===== src/atm_pkg.sv =====
// ============================================================================
// atm_pkg: shared types and constants for the alarm table matcher
// Holds the table size, command codes, time constants and the command and
// status records that pass between the controller and the datapath.
// ============================================================================
package atm_pkg;

    // Number of alarm slots in the table.
    localparam int TABLE_DEPTH = 8;
    localparam int CNT_W       = $clog2(TABLE_DEPTH + 1);
    localparam int PTR_W       = (TABLE_DEPTH > 1) ? $clog2(TABLE_DEPTH) : 1;

    // Time-of-day arithmetic.
    localparam int             POS_W       = 11;
    localparam logic [POS_W-1:0] DAY_MIN   = 11'd1440;
    localparam logic [5:0]     HOUR_MIN    = 6'd60;
    localparam logic [5:0]     LAST_NONE   = 6'd60;
    // floor(x / 60) == (x * 1093) >> 16 for every x in 0..1440.
    localparam int             HOUR_RECIP  = 1093;
    localparam int             RECIP_SHIFT = 16;

    // Stream widths.
    localparam int S_DATA_W = 32;
    localparam int S_USER_W = 3;
    localparam int M_DATA_W = 24;

    typedef enum logic [2:0] {
        MODE_ADD    = 3'd0,
        MODE_DELETE = 3'd1,
        MODE_TOGGLE = 3'd2,
        MODE_EDIT   = 3'd3,
        MODE_CHECK  = 3'd4,
        MODE_QUERY  = 3'd5
    } t_mode;

    // Commands from the controller to the datapath.
    typedef struct packed {
        logic load;    // capture the accepted input transfer
        logic apply;   // execute table updates, latch status
        logic read;    // fetch the slot under the scan pointer
        logic eval;    // compare the fetched slot, advance the pointer
        logic div;     // split the best distance into hours
        logic emit;    // load the output register
    } t_dp_cmd;

    // Status from the datapath to the controller.
    typedef struct packed {
        t_mode mode;
        logic  check_go;    // new minute and nothing ringing
        logic  count_zero;
        logic  last_entry;  // scan pointer is on the last used slot
        logic  out_free;    // output register can take a result
    } t_dp_stat;

endpackage


===== src/atm_ctrl.sv =====
// ============================================================================
// atm_ctrl: command sequencer of the alarm table matcher
// One-hot state machine that steps the datapath through update, scan,
// division and output phases for one command at a time.
// ============================================================================
module atm_ctrl (
    input  logic             i_clk,
    input  logic             i_rst_n,
    input  logic             i_s_axis_tvalid,
    output logic             o_s_axis_tready,
    input  atm_pkg::t_dp_stat i_stat,
    output atm_pkg::t_dp_cmd  o_cmd
);
    import atm_pkg::*;

    typedef enum logic [6:0] {
        S_IDLE  = 7'b0000001,
        S_APPLY = 7'b0000010,
        S_READ  = 7'b0000100,
        S_EVAL  = 7'b0001000,
        S_DIV   = 7'b0010000,
        S_EMIT  = 7'b0100000,
        S_SPARE = 7'b1000000
    } t_state;

    t_state r_state, n_state;

    always_ff @(posedge i_clk) begin
        if (!i_rst_n) begin
            r_state <= S_IDLE;
        end else begin
            r_state <= n_state;
        end
    end

    always_comb begin
        n_state = r_state;
        o_cmd   = '0;
        unique case (r_state)
            S_IDLE: begin
                if (i_s_axis_tvalid) begin
                    o_cmd.load = 1'b1;
                    n_state    = S_APPLY;
                end
            end
            S_APPLY: begin
                o_cmd.apply = 1'b1;
                if (!i_stat.count_zero &&
                    ((i_stat.mode == MODE_CHECK && i_stat.check_go) ||
                     i_stat.mode == MODE_QUERY)) begin
                    n_state = S_READ;
                end else begin
                    n_state = S_EMIT;
                end
            end
            S_READ: begin
                o_cmd.read = 1'b1;
                n_state    = S_EVAL;
            end
            S_EVAL: begin
                o_cmd.eval = 1'b1;
                if (i_stat.last_entry) begin
                    n_state = (i_stat.mode == MODE_QUERY) ? S_DIV : S_EMIT;
                end else begin
                    n_state = S_READ;
                end
            end
            S_DIV: begin
                o_cmd.div = 1'b1;
                n_state   = S_EMIT;
            end
            S_EMIT: begin
                if (i_stat.out_free) begin
                    o_cmd.emit = 1'b1;
                    n_state    = S_IDLE;
                end
            end
            default: begin
                n_state = S_IDLE;
            end
        endcase
    end

    assign o_s_axis_tready = (r_state == S_IDLE);

endmodule


===== src/atm_datapath.sv =====
// ============================================================================
// atm_datapath: alarm table, scan evaluation and output register
// Holds the packed alarm table, the captured command, the running best
// distance and the result register that faces the output stream.
// ============================================================================
module atm_datapath (
    input  logic                          i_clk,
    input  logic                          i_rst_n,
    input  atm_pkg::t_dp_cmd              i_cmd,
    output atm_pkg::t_dp_stat             o_stat,
    input  logic [atm_pkg::S_DATA_W-1:0]  i_s_axis_tdata,
    input  logic [atm_pkg::S_USER_W-1:0]  i_s_axis_tuser,
    output logic                          o_m_axis_tvalid,
    input  logic                          i_m_axis_tready,
    output logic [atm_pkg::M_DATA_W-1:0]  o_m_axis_tdata
);
    import atm_pkg::*;

    // Alarm table.
    logic [4:0]             r_hour [TABLE_DEPTH];
    logic [5:0]             r_min  [TABLE_DEPTH];
    logic [TABLE_DEPTH-1:0] r_act;
    logic [CNT_W-1:0]       r_count;
    logic [5:0]             r_last;
    logic                   r_out_valid;

    // Captured command.
    t_mode            r_cmd_mode;
    logic [2:0]       r_cmd_idx;
    logic [4:0]       r_cmd_ah;
    logic [5:0]       r_cmd_am;
    logic [4:0]       r_cmd_nh;
    logic [5:0]       r_cmd_nm;
    logic             r_cmd_ring;
    logic [PTR_W-1:0] r_ptr;

    // Working results.
    logic             r_status, r_tog, r_start, r_found;
    logic [POS_W-1:0] r_now_pos, r_ent_pos, r_best;
    logic             r_ent_act, r_ent_hit;
    logic [4:0]       r_q;
    logic [M_DATA_W-1:0] r_out_data;

    logic             idx_bad, full, reject;
    logic [11:0]      diff_w;
    logic [POS_W-1:0] diff;
    logic [21:0]      prod;
    logic [POS_W-1:0] q60;
    logic [5:0]       rem;

    function automatic logic [POS_W-1:0] day_pos(input logic [4:0] h, input logic [5:0] m);
        logic [POS_W-1:0] t;
        t = {h, 6'b0} - {4'b0, h, 2'b0} + {5'b0, m};
        if (t >= DAY_MIN) begin
            t = t - DAY_MIN;
        end
        return t;
    endfunction

    assign idx_bad = (32'(r_cmd_idx) >= 32'(r_count));
    assign full    = (r_count >= CNT_W'(TABLE_DEPTH));

    always_comb begin
        unique case (r_cmd_mode)
            MODE_ADD:    reject = full;
            MODE_DELETE: reject = idx_bad;
            MODE_TOGGLE: reject = idx_bad;
            MODE_EDIT:   reject = idx_bad;
            default:     reject = 1'b0;
        endcase
    end

    // Forward distance; an alarm at the current time is a full day away.
    always_comb begin
        if (r_ent_pos > r_now_pos) begin
            diff_w = {1'b0, r_ent_pos} - {1'b0, r_now_pos};
        end else begin
            diff_w = {1'b0, r_ent_pos} + {1'b0, DAY_MIN} - {1'b0, r_now_pos};
        end
        diff = diff_w[POS_W-1:0];
    end

    assign prod = {11'b0, r_best} * 22'(HOUR_RECIP);
    assign q60  = {r_q, 6'b0} - {4'b0, r_q, 2'b0};
    assign rem  = 6'(r_best - q60);

    // Table and control state.
    always_ff @(posedge i_clk) begin
        if (!i_rst_n) begin
            for (int i = 0; i < TABLE_DEPTH; i++) begin
                r_hour[i] <= '0;
                r_min[i]  <= '0;
            end
            r_act       <= '0;
            r_count     <= '0;
            r_last      <= LAST_NONE;
            r_out_valid <= 1'b0;
        end else begin
            if (i_cmd.emit) begin
                r_out_valid <= 1'b1;
            end else if (i_m_axis_tready) begin
                r_out_valid <= 1'b0;
            end
            if (i_cmd.apply) begin
                unique case (r_cmd_mode)
                    MODE_ADD: begin
                        if (!full) begin
                            r_hour[PTR_W'(r_count)] <= r_cmd_ah;
                            r_min[PTR_W'(r_count)]  <= r_cmd_am;
                            r_act[PTR_W'(r_count)]  <= 1'b1;
                            r_count                 <= r_count + CNT_W'(1);
                        end
                    end
                    MODE_DELETE: begin
                        // Slots past the count are always zero, so shifting
                        // zero into the top also clears the freed slot.
                        if (!idx_bad) begin
                            for (int i = 0; i < TABLE_DEPTH - 1; i++) begin
                                if (i >= int'(r_ptr)) begin
                                    r_hour[i] <= r_hour[i+1];
                                    r_min[i]  <= r_min[i+1];
                                    r_act[i]  <= r_act[i+1];
                                end
                            end
                            r_hour[TABLE_DEPTH-1] <= '0;
                            r_min[TABLE_DEPTH-1]  <= '0;
                            r_act[TABLE_DEPTH-1]  <= 1'b0;
                            r_count               <= r_count - CNT_W'(1);
                        end
                    end
                    MODE_TOGGLE: begin
                        if (!idx_bad) begin
                            r_act[r_ptr] <= ~r_act[r_ptr];
                        end
                    end
                    MODE_EDIT: begin
                        if (!idx_bad) begin
                            r_hour[r_ptr] <= r_cmd_ah;
                            r_min[r_ptr]  <= r_cmd_am;
                            r_act[r_ptr]  <= 1'b1;
                        end
                    end
                    MODE_CHECK: begin
                        if (r_cmd_nm != r_last) begin
                            r_last <= r_cmd_nm;
                        end
                    end
                    default: begin
                    end
                endcase
            end
        end
    end

    // Command capture, scan and result registers.
    always_ff @(posedge i_clk) begin
        if (i_cmd.load) begin
            r_cmd_mode <= t_mode'(i_s_axis_tuser);
            r_cmd_idx  <= i_s_axis_tdata[2:0];
            r_cmd_ah   <= i_s_axis_tdata[7:3];
            r_cmd_am   <= i_s_axis_tdata[13:8];
            r_cmd_nh   <= i_s_axis_tdata[18:14];
            r_cmd_nm   <= i_s_axis_tdata[24:19];
            r_cmd_ring <= i_s_axis_tdata[25];
            r_ptr      <= PTR_W'(i_s_axis_tdata[2:0]);
            r_status   <= 1'b0;
            r_tog      <= 1'b0;
            r_start    <= 1'b0;
            r_found    <= 1'b0;
            r_best     <= '0;
            r_q        <= '0;
        end
        if (i_cmd.apply) begin
            r_status  <= reject;
            r_tog     <= (r_cmd_mode == MODE_TOGGLE) && !idx_bad && !r_act[r_ptr];
            r_now_pos <= day_pos(r_cmd_nh, r_cmd_nm);
            if (r_cmd_mode == MODE_CHECK || r_cmd_mode == MODE_QUERY) begin
                r_ptr <= '0;
            end
        end
        if (i_cmd.read) begin
            r_ent_pos <= day_pos(r_hour[r_ptr], r_min[r_ptr]);
            r_ent_act <= r_act[r_ptr];
            r_ent_hit <= r_act[r_ptr] && (r_hour[r_ptr] == r_cmd_nh) &&
                         (r_min[r_ptr] == r_cmd_nm);
        end
        if (i_cmd.eval) begin
            r_ptr <= r_ptr + PTR_W'(1);
            if (r_cmd_mode == MODE_CHECK && r_ent_hit) begin
                r_start <= 1'b1;
            end
            if (r_cmd_mode == MODE_QUERY && r_ent_act && (!r_found || diff < r_best)) begin
                r_best  <= diff;
                r_found <= 1'b1;
            end
        end
        if (i_cmd.div) begin
            r_q <= 5'(prod >> RECIP_SHIFT);
        end
        if (i_cmd.emit) begin
            r_out_data <= {5'b0, 4'(r_count), rem, r_q, r_found, r_start, r_tog, r_status};
        end
    end

    assign o_stat.mode       = r_cmd_mode;
    assign o_stat.check_go   = (r_cmd_nm != r_last) && !r_cmd_ring;
    assign o_stat.count_zero = (r_count == '0);
    assign o_stat.last_entry = ((CNT_W'(r_ptr) + CNT_W'(1)) == r_count);
    assign o_stat.out_free   = !r_out_valid || i_m_axis_tready;

    assign o_m_axis_tvalid = r_out_valid;
    assign o_m_axis_tdata  = r_out_data;

endmodule


===== src/alarm_table_matcher.sv =====
// ============================================================================
// alarm_table_matcher: packed alarm table with match and next-alarm search
// Stores up to TABLE_DEPTH alarms and answers add, delete, toggle, edit,
// once-per-minute match check and time-to-next-alarm commands.
// ============================================================================
//
// Channel   Direction  Carries
// s_axis    in         one command per transfer (mode in tuser)
// m_axis    out        exactly one result per command
//
// Timing: table updates, rejected commands and skipped checks pass through
// the apply and emit states between one acceptance and the next, and the
// result is registered out of the emit state. A check that runs scans the
// used slots with one fetch and one compare per slot; a query adds an hour
// split after the scan. The slot scan sets the time that a command takes.
// Reset clears the whole table at once; no clearing pass follows.
// Stalls: a result waits in the output register while the next command is
// accepted; only a second result stalls until the first transfer completes.
//
module alarm_table_matcher (
    input  logic                          i_clk,
    input  logic                          i_rst_n,
    // Fields from bit 0 up: alarm_index[2:0], alarm_hours[7:3],
    // alarm_minutes[13:8], now_hours[18:14], now_minutes[24:19],
    // ringing_now[25], zero fill[31:26].
    input  logic [atm_pkg::S_DATA_W-1:0]  i_s_axis_tdata,
    // Fields from bit 0 up: mode[2:0].
    input  logic [atm_pkg::S_USER_W-1:0]  i_s_axis_tuser,
    input  logic                          i_s_axis_tvalid,
    output logic                          o_s_axis_tready,
    // Fields from bit 0 up: status[0], toggled_active[1], start_ringing[2],
    // next_found[3], remaining_hours[8:4], remaining_minutes[14:9],
    // alarm_count[18:15], zero fill[23:19].
    output logic [atm_pkg::M_DATA_W-1:0]  o_m_axis_tdata,
    output logic                          o_m_axis_tvalid,
    input  logic                          i_m_axis_tready
);
    import atm_pkg::*;

    // The controller only sequences; all table state and arithmetic sit in
    // the datapath, so the two halves talk through these two records.
    t_dp_cmd  dp_cmd;
    t_dp_stat dp_stat;

    atm_ctrl u_ctrl (
        .i_clk           (i_clk),
        .i_rst_n         (i_rst_n),
        .i_s_axis_tvalid (i_s_axis_tvalid),
        .o_s_axis_tready (o_s_axis_tready),
        .i_stat          (dp_stat),
        .o_cmd           (dp_cmd)
    );

    atm_datapath u_datapath (
        .i_clk           (i_clk),
        .i_rst_n         (i_rst_n),
        .i_cmd           (dp_cmd),
        .o_stat          (dp_stat),
        .i_s_axis_tdata  (i_s_axis_tdata),
        .i_s_axis_tuser  (i_s_axis_tuser),
        .o_m_axis_tvalid (o_m_axis_tvalid),
        .i_m_axis_tready (i_m_axis_tready),
        .o_m_axis_tdata  (o_m_axis_tdata)
    );

endmodule


===== config.mk =====
export PLATFORM = sky130hd
export DESIGN_NAME = alarm_table_matcher
export DESIGN_NICKNAME = d
export VERILOG_FILES = /design/src/atm_pkg.sv /design/src/atm_ctrl.sv /design/src/atm_datapath.sv /design/src/alarm_table_matcher.sv
export SDC_FILE = /design/constraint.sdc
export NUM_CORES = 1
export LEC_CHECK = 0
export ABC_CLOCK_PERIOD_IN_PS = 9200
export BUFFER_PORTS_ARGS = -buffer_cell sky130_fd_sc_hd__buf_2
export CAP_MARGIN = 0
export CORE_MARGIN = 1.5
export CORE_UTILIZATION = 50
export DETAILED_ROUTE_END_ITERATION = 8
export PLACE_DENSITY = 0.64
export SLEW_MARGIN = 20
export SYNTH_ARGS = -nofsm -noshare
export SYNTH_HDL_FRONTEND = slang
export SYNTH_SLANG_ARGS = --single-unit

===== constraint.sdc =====
create_clock -name i_clk -period 9.2 [get_ports i_clk]
set_clock_uncertainty 0.05 [all_clocks]
set_input_delay 0.92 -clock i_clk [delete_from_list [all_inputs] [get_ports i_clk]]
set_output_delay 0.92 -clock i_clk [all_outputs]
set_load 0.05 [all_outputs]

==> results.py <==
metrics = {
    "synthesis": {
        "yosys.area.top_type_share_pct": 37.0,
        "syn_avg_cell_area_sq_um": 10.7,
        "yosysWarningCount": 0,
        "syn-cell-area_sq_um": 13500,
        "synth-async-reset-ratio_pct": 0,
        "synth_top_area_cell": "edfxtp_1",
        "synth-seq-cells": 208,
        "synth_edf_count": 167,
        "synthTopCellsByArea": "edfxtp_1 37%, ha_1 10%, dfxtp_1 6.1%, a22o_1 4.3%, inv_1 2.6%",
        "ys_types": 92,
        "synth_ff_type": "edfxtp_1",
        "syn_inst": 1267,
        "ys_seq_area_share_pct": 43.1,
    },
    "min_path": {
        "min_path_type": "reg2reg",
    },
    "floorplanning": {
        "rows": 60,
        "die_area_sq_um": 28100,
        "start_util_pct": 50.5,
        "core_region_area_sq_um": 26800,
        "die_h_microns": 168,
        "io-pin-count": 65,
        "fp.dieW_microns": 168,
    },
    "grt": {
        "grt_max_degree": 46,
        "track_usage_pct": 21.8,
        "antenna_found_initial": 0,
        "grt_pass1_wl_mm": 49.3,
        "overflow": 0,
        "grt_pass1_vias": 9467,
    },
    "setup_path": {
        "cpPeakStageDelay_ps": 540,
        "crit_fanout": 45,
        "worstSetupStartpointType": "flip-flop",
        "crit_path_end": "u_datapath.r_ent_pos[8]",
        "crit_slowest_cell": "and2_0",
        "rr_worst_depth": 16,
        "reg2reg_from": "u_datapath.r_ptr[1]",
        "arrival_ps": 4720,
        "path_class": "reg2reg",
        "end_kind": "flip-flop",
        "r2r-end": "u_datapath.r_ent_pos[8]",
        "critPathRequiredTime_ps": 9410,
        "path_cells": "buf_4, and2_0, a22oi_1, nor2_1, a211o_1, inv_1, ha_1, o21ai_0, a211oi_1, xnor2_1, inv_1, ha_1, o21ai_1, nand2_1, a221oi_1, o21bai_1",
        "critPathLaunch": "u_datapath.r_ptr[1]",
        "r2r_slack_ps": 4680,
    },
    "detailed_routing": {
        "routed_via_density": 5.91,
        "vias": 9741,
        "ant_nets": 0,
        "first_pass_iters": 5,
        "drc": 0,
        "avgRoutedWirePerCell_microns": 18.6,
        "drt_iter0_drc": 729,
        "drt_wl_total_mm": 30.6,
    },
    "timing": {
        "fin_crit_sh_pct": 49.1,
        "hold_viol_final": 0,
        "holdWs_ps": 378,
        "final.setup.tns_ps": 0,
        "layout_min_cycle_time_ps": 4520,
        "relSlewSlack_pct": 31.5,
        "final_max_slew_viol_count": 0,
        "tightest_slew_ps": 1020,
        "setup_viol": 0,
        "grt_setup_unrepaired": "no",
        "max_freq_ghz": 0.221,
    },
    "layout": {
        "num_antenna_cells": 0,
        "design_area_sq_um": 14800,
        "area_delta_synth_final_pct": 9.09,
        "drive_gt1_share_pct": 12.3,
        "nFillCells": 2316,
        "final_nets": 1456,
    },
    "pwr": {
        "swShare_pct": 30.5,
        "power_frac_clock_pct": 34.5,
        "switching_power_w": 0.000854,
        "p_leak_nw": 6.12,
        "internal-power_w": 0.00194,
        "power.density_nw_per_um2": 189,
        "p_seq_share_pct": 39.5,
        "pwr-share-comb_pct": 26.0,
        "ir_drop_mv": 0.159,
    },
    "cts": {
        "root_buffer": "clkbuf_16",
        "cts_buffer_depth": 3,
        "clock-sinks": 208,
        "cts_buffers": 24,
        "postCtsHoldBufs": 0,
        "post_cts_buffers": 0,
        "htreeDepth": 1,
        "insertion_delay_ps": 520,
        "clk_pin_slew_ps": 60,
        "cts_resized": 0,
        "cts_tree": "built",
    },
    "status": {
        "status": "complete, no violations",
    },
    "flow_run": {
        "maxCapViolCount": 0,
    },
    "placed_design": {
        "dpl_cell_area_sq_um": 14000,
        "hpwl_mm": 22.7,
        "globalplace.congestion": 0.876,
        "io_buffers": 53,
    },
}
-- worst max-delay path, delay by kind of cell (launching register included) --
family                     cells  cell delay (ps)
xor gates and xnor gates       1              390
buffers and inverters          3              690
and+or+nand+nor                3              820
AOI/OAI and AO/OA              7             1360
adders and majority gates      2              600
DFF                            1              320
-- how the worst min path moves through the flow --
| stage | from | end | slack [ps] | cells past startpoint |
|---|---|---|---|---|
| floorplan | u_datapath.r_status | u_datapath.o_m_axis_tdata[0] | 350 | 0 |
| global placement | u_datapath.r_tog | u_datapath.o_m_axis_tdata[1] | 360 | 0 |
| detailed placement | u_datapath.r_tog | u_datapath.o_m_axis_tdata[1] | 370 | 0 |
| CTS | u_datapath.r_q[4] | u_datapath.o_m_axis_tdata[8] | 390 | 0 |
| global route | u_datapath.r_status | u_datapath.o_m_axis_tdata[0] | 400 | 0 |
| finish | u_datapath.r_q[4] | u_datapath.o_m_axis_tdata[8] | 380 | 0 |
-- cell type report --
cell class,count,area (sq um),share of cell area [%]
multi-input cells,888,6980,47.2
flip-flops and latches,208,5840,39.5
clock buffers,33,666,4.50
well taps,341,427,2.89
inverters,102,393,2.66
repair buffers,64,348,2.35
clock inverters,11,130,0.881
-- cells by family after synthesis --
logic type / synth area share, %
simple gates: 12.3
compound gates: 17.1
other cells: 0.0277
fa+ha+maj: 13.0
flops: 43.1
buf+inv: 5.58
mux: 5.33
xor+xnor: 3.69
-- routing by layer --
layer	track usage, %	wire [microns]	vias up
met4	5.44	532	0
met2	38.2	15100	238
met1	28.6	13500	4702
met3	2.65	1450	48
li1	-	-	4753
met5	0	0	-
-- power by group through the flow --
stage	sequential (W)	combinational [W]	clock [W]
final	0.00111	0.000727	0.000966
after global routing	0.00111	0.000800	0.00102
after CTS	0.00111	0.000726	0.000987
after detailed placement	0.00112	0.000721	0
after global placement	0.00112	0.000708	0
after floorplan	0.00111	0.000600	0
-- cell usage in the layout, fill, tap and decap left out, types with 19 or more instances in the layout --
cell / netlist / layout
o21ai_0: 57 / 57
xor2_1: 19 / 19
inv_1: 95 / 95
dfxtp_1: 41 / 39
nor2_1: 76 / 76
xnor2_1: 38 / 38
a21oi_1: 51 / 51
nor3_1: 28 / 28
edfxtp_1: 167 / 167
ha_1: 113 / 113
mux2i_1: 28 / 28
buf_2: 14 / 53
a22o_1: 67 / 67
clkbuf_16: 0 / 25
nand3_1: 31 / 31
nand2_1: 77 / 77
-- state kept, by name, summed over array words and instances, names as in the netlist, 4 cells and up --
register	count
u_ctrl.r_state	6
u_datapath.o_m_axis_tdata	19
u_datapath.r_act	8
u_datapath.r_best	11
u_datapath.r_cmd_ah	5
u_datapath.r_cmd_am	6
u_datapath.r_cmd_nh	5
u_datapath.r_cmd_nm	6
u_datapath.r_count	4
u_datapath.r_ent_pos	11
u_datapath.r_hour	40
u_datapath.r_last	6
u_datapath.r_min	48
u_datapath.r_now_pos	11
u_datapath.r_q	5
-- cell usage after synthesis, types with 31 or more instances --
| library cell | instances |
|---|---|
| inv_1 | 95 |
| o21ai_0 | 57 |
| nor2_1 | 76 |
| nand2_1 | 77 |
| xnor2_1 | 38 |
| nand3_1 | 31 |
| edfxtp_1 | 167 |
| clkbuf_1 | 35 |
| a22o_1 | 67 |
| a21oi_1 | 51 |
| dfxtp_1 | 41 |
| ha_1 | 113 |
-- metrics by stage --
stage	std cells	power, W	worst slack (ps)	utilization (%)
final	1647	0.00280	4680	55.1
after global routing	1647	0.00293	4390	55.1
after CTS	1646	0.00282	4570	55.1
after detailed placement	1602	0.00185	4580	52.1
after global placement	1602	0.00183	4630	52.1
after floorplan	1271	0.00171	5310	-
(Power assumes the default switching activity.)
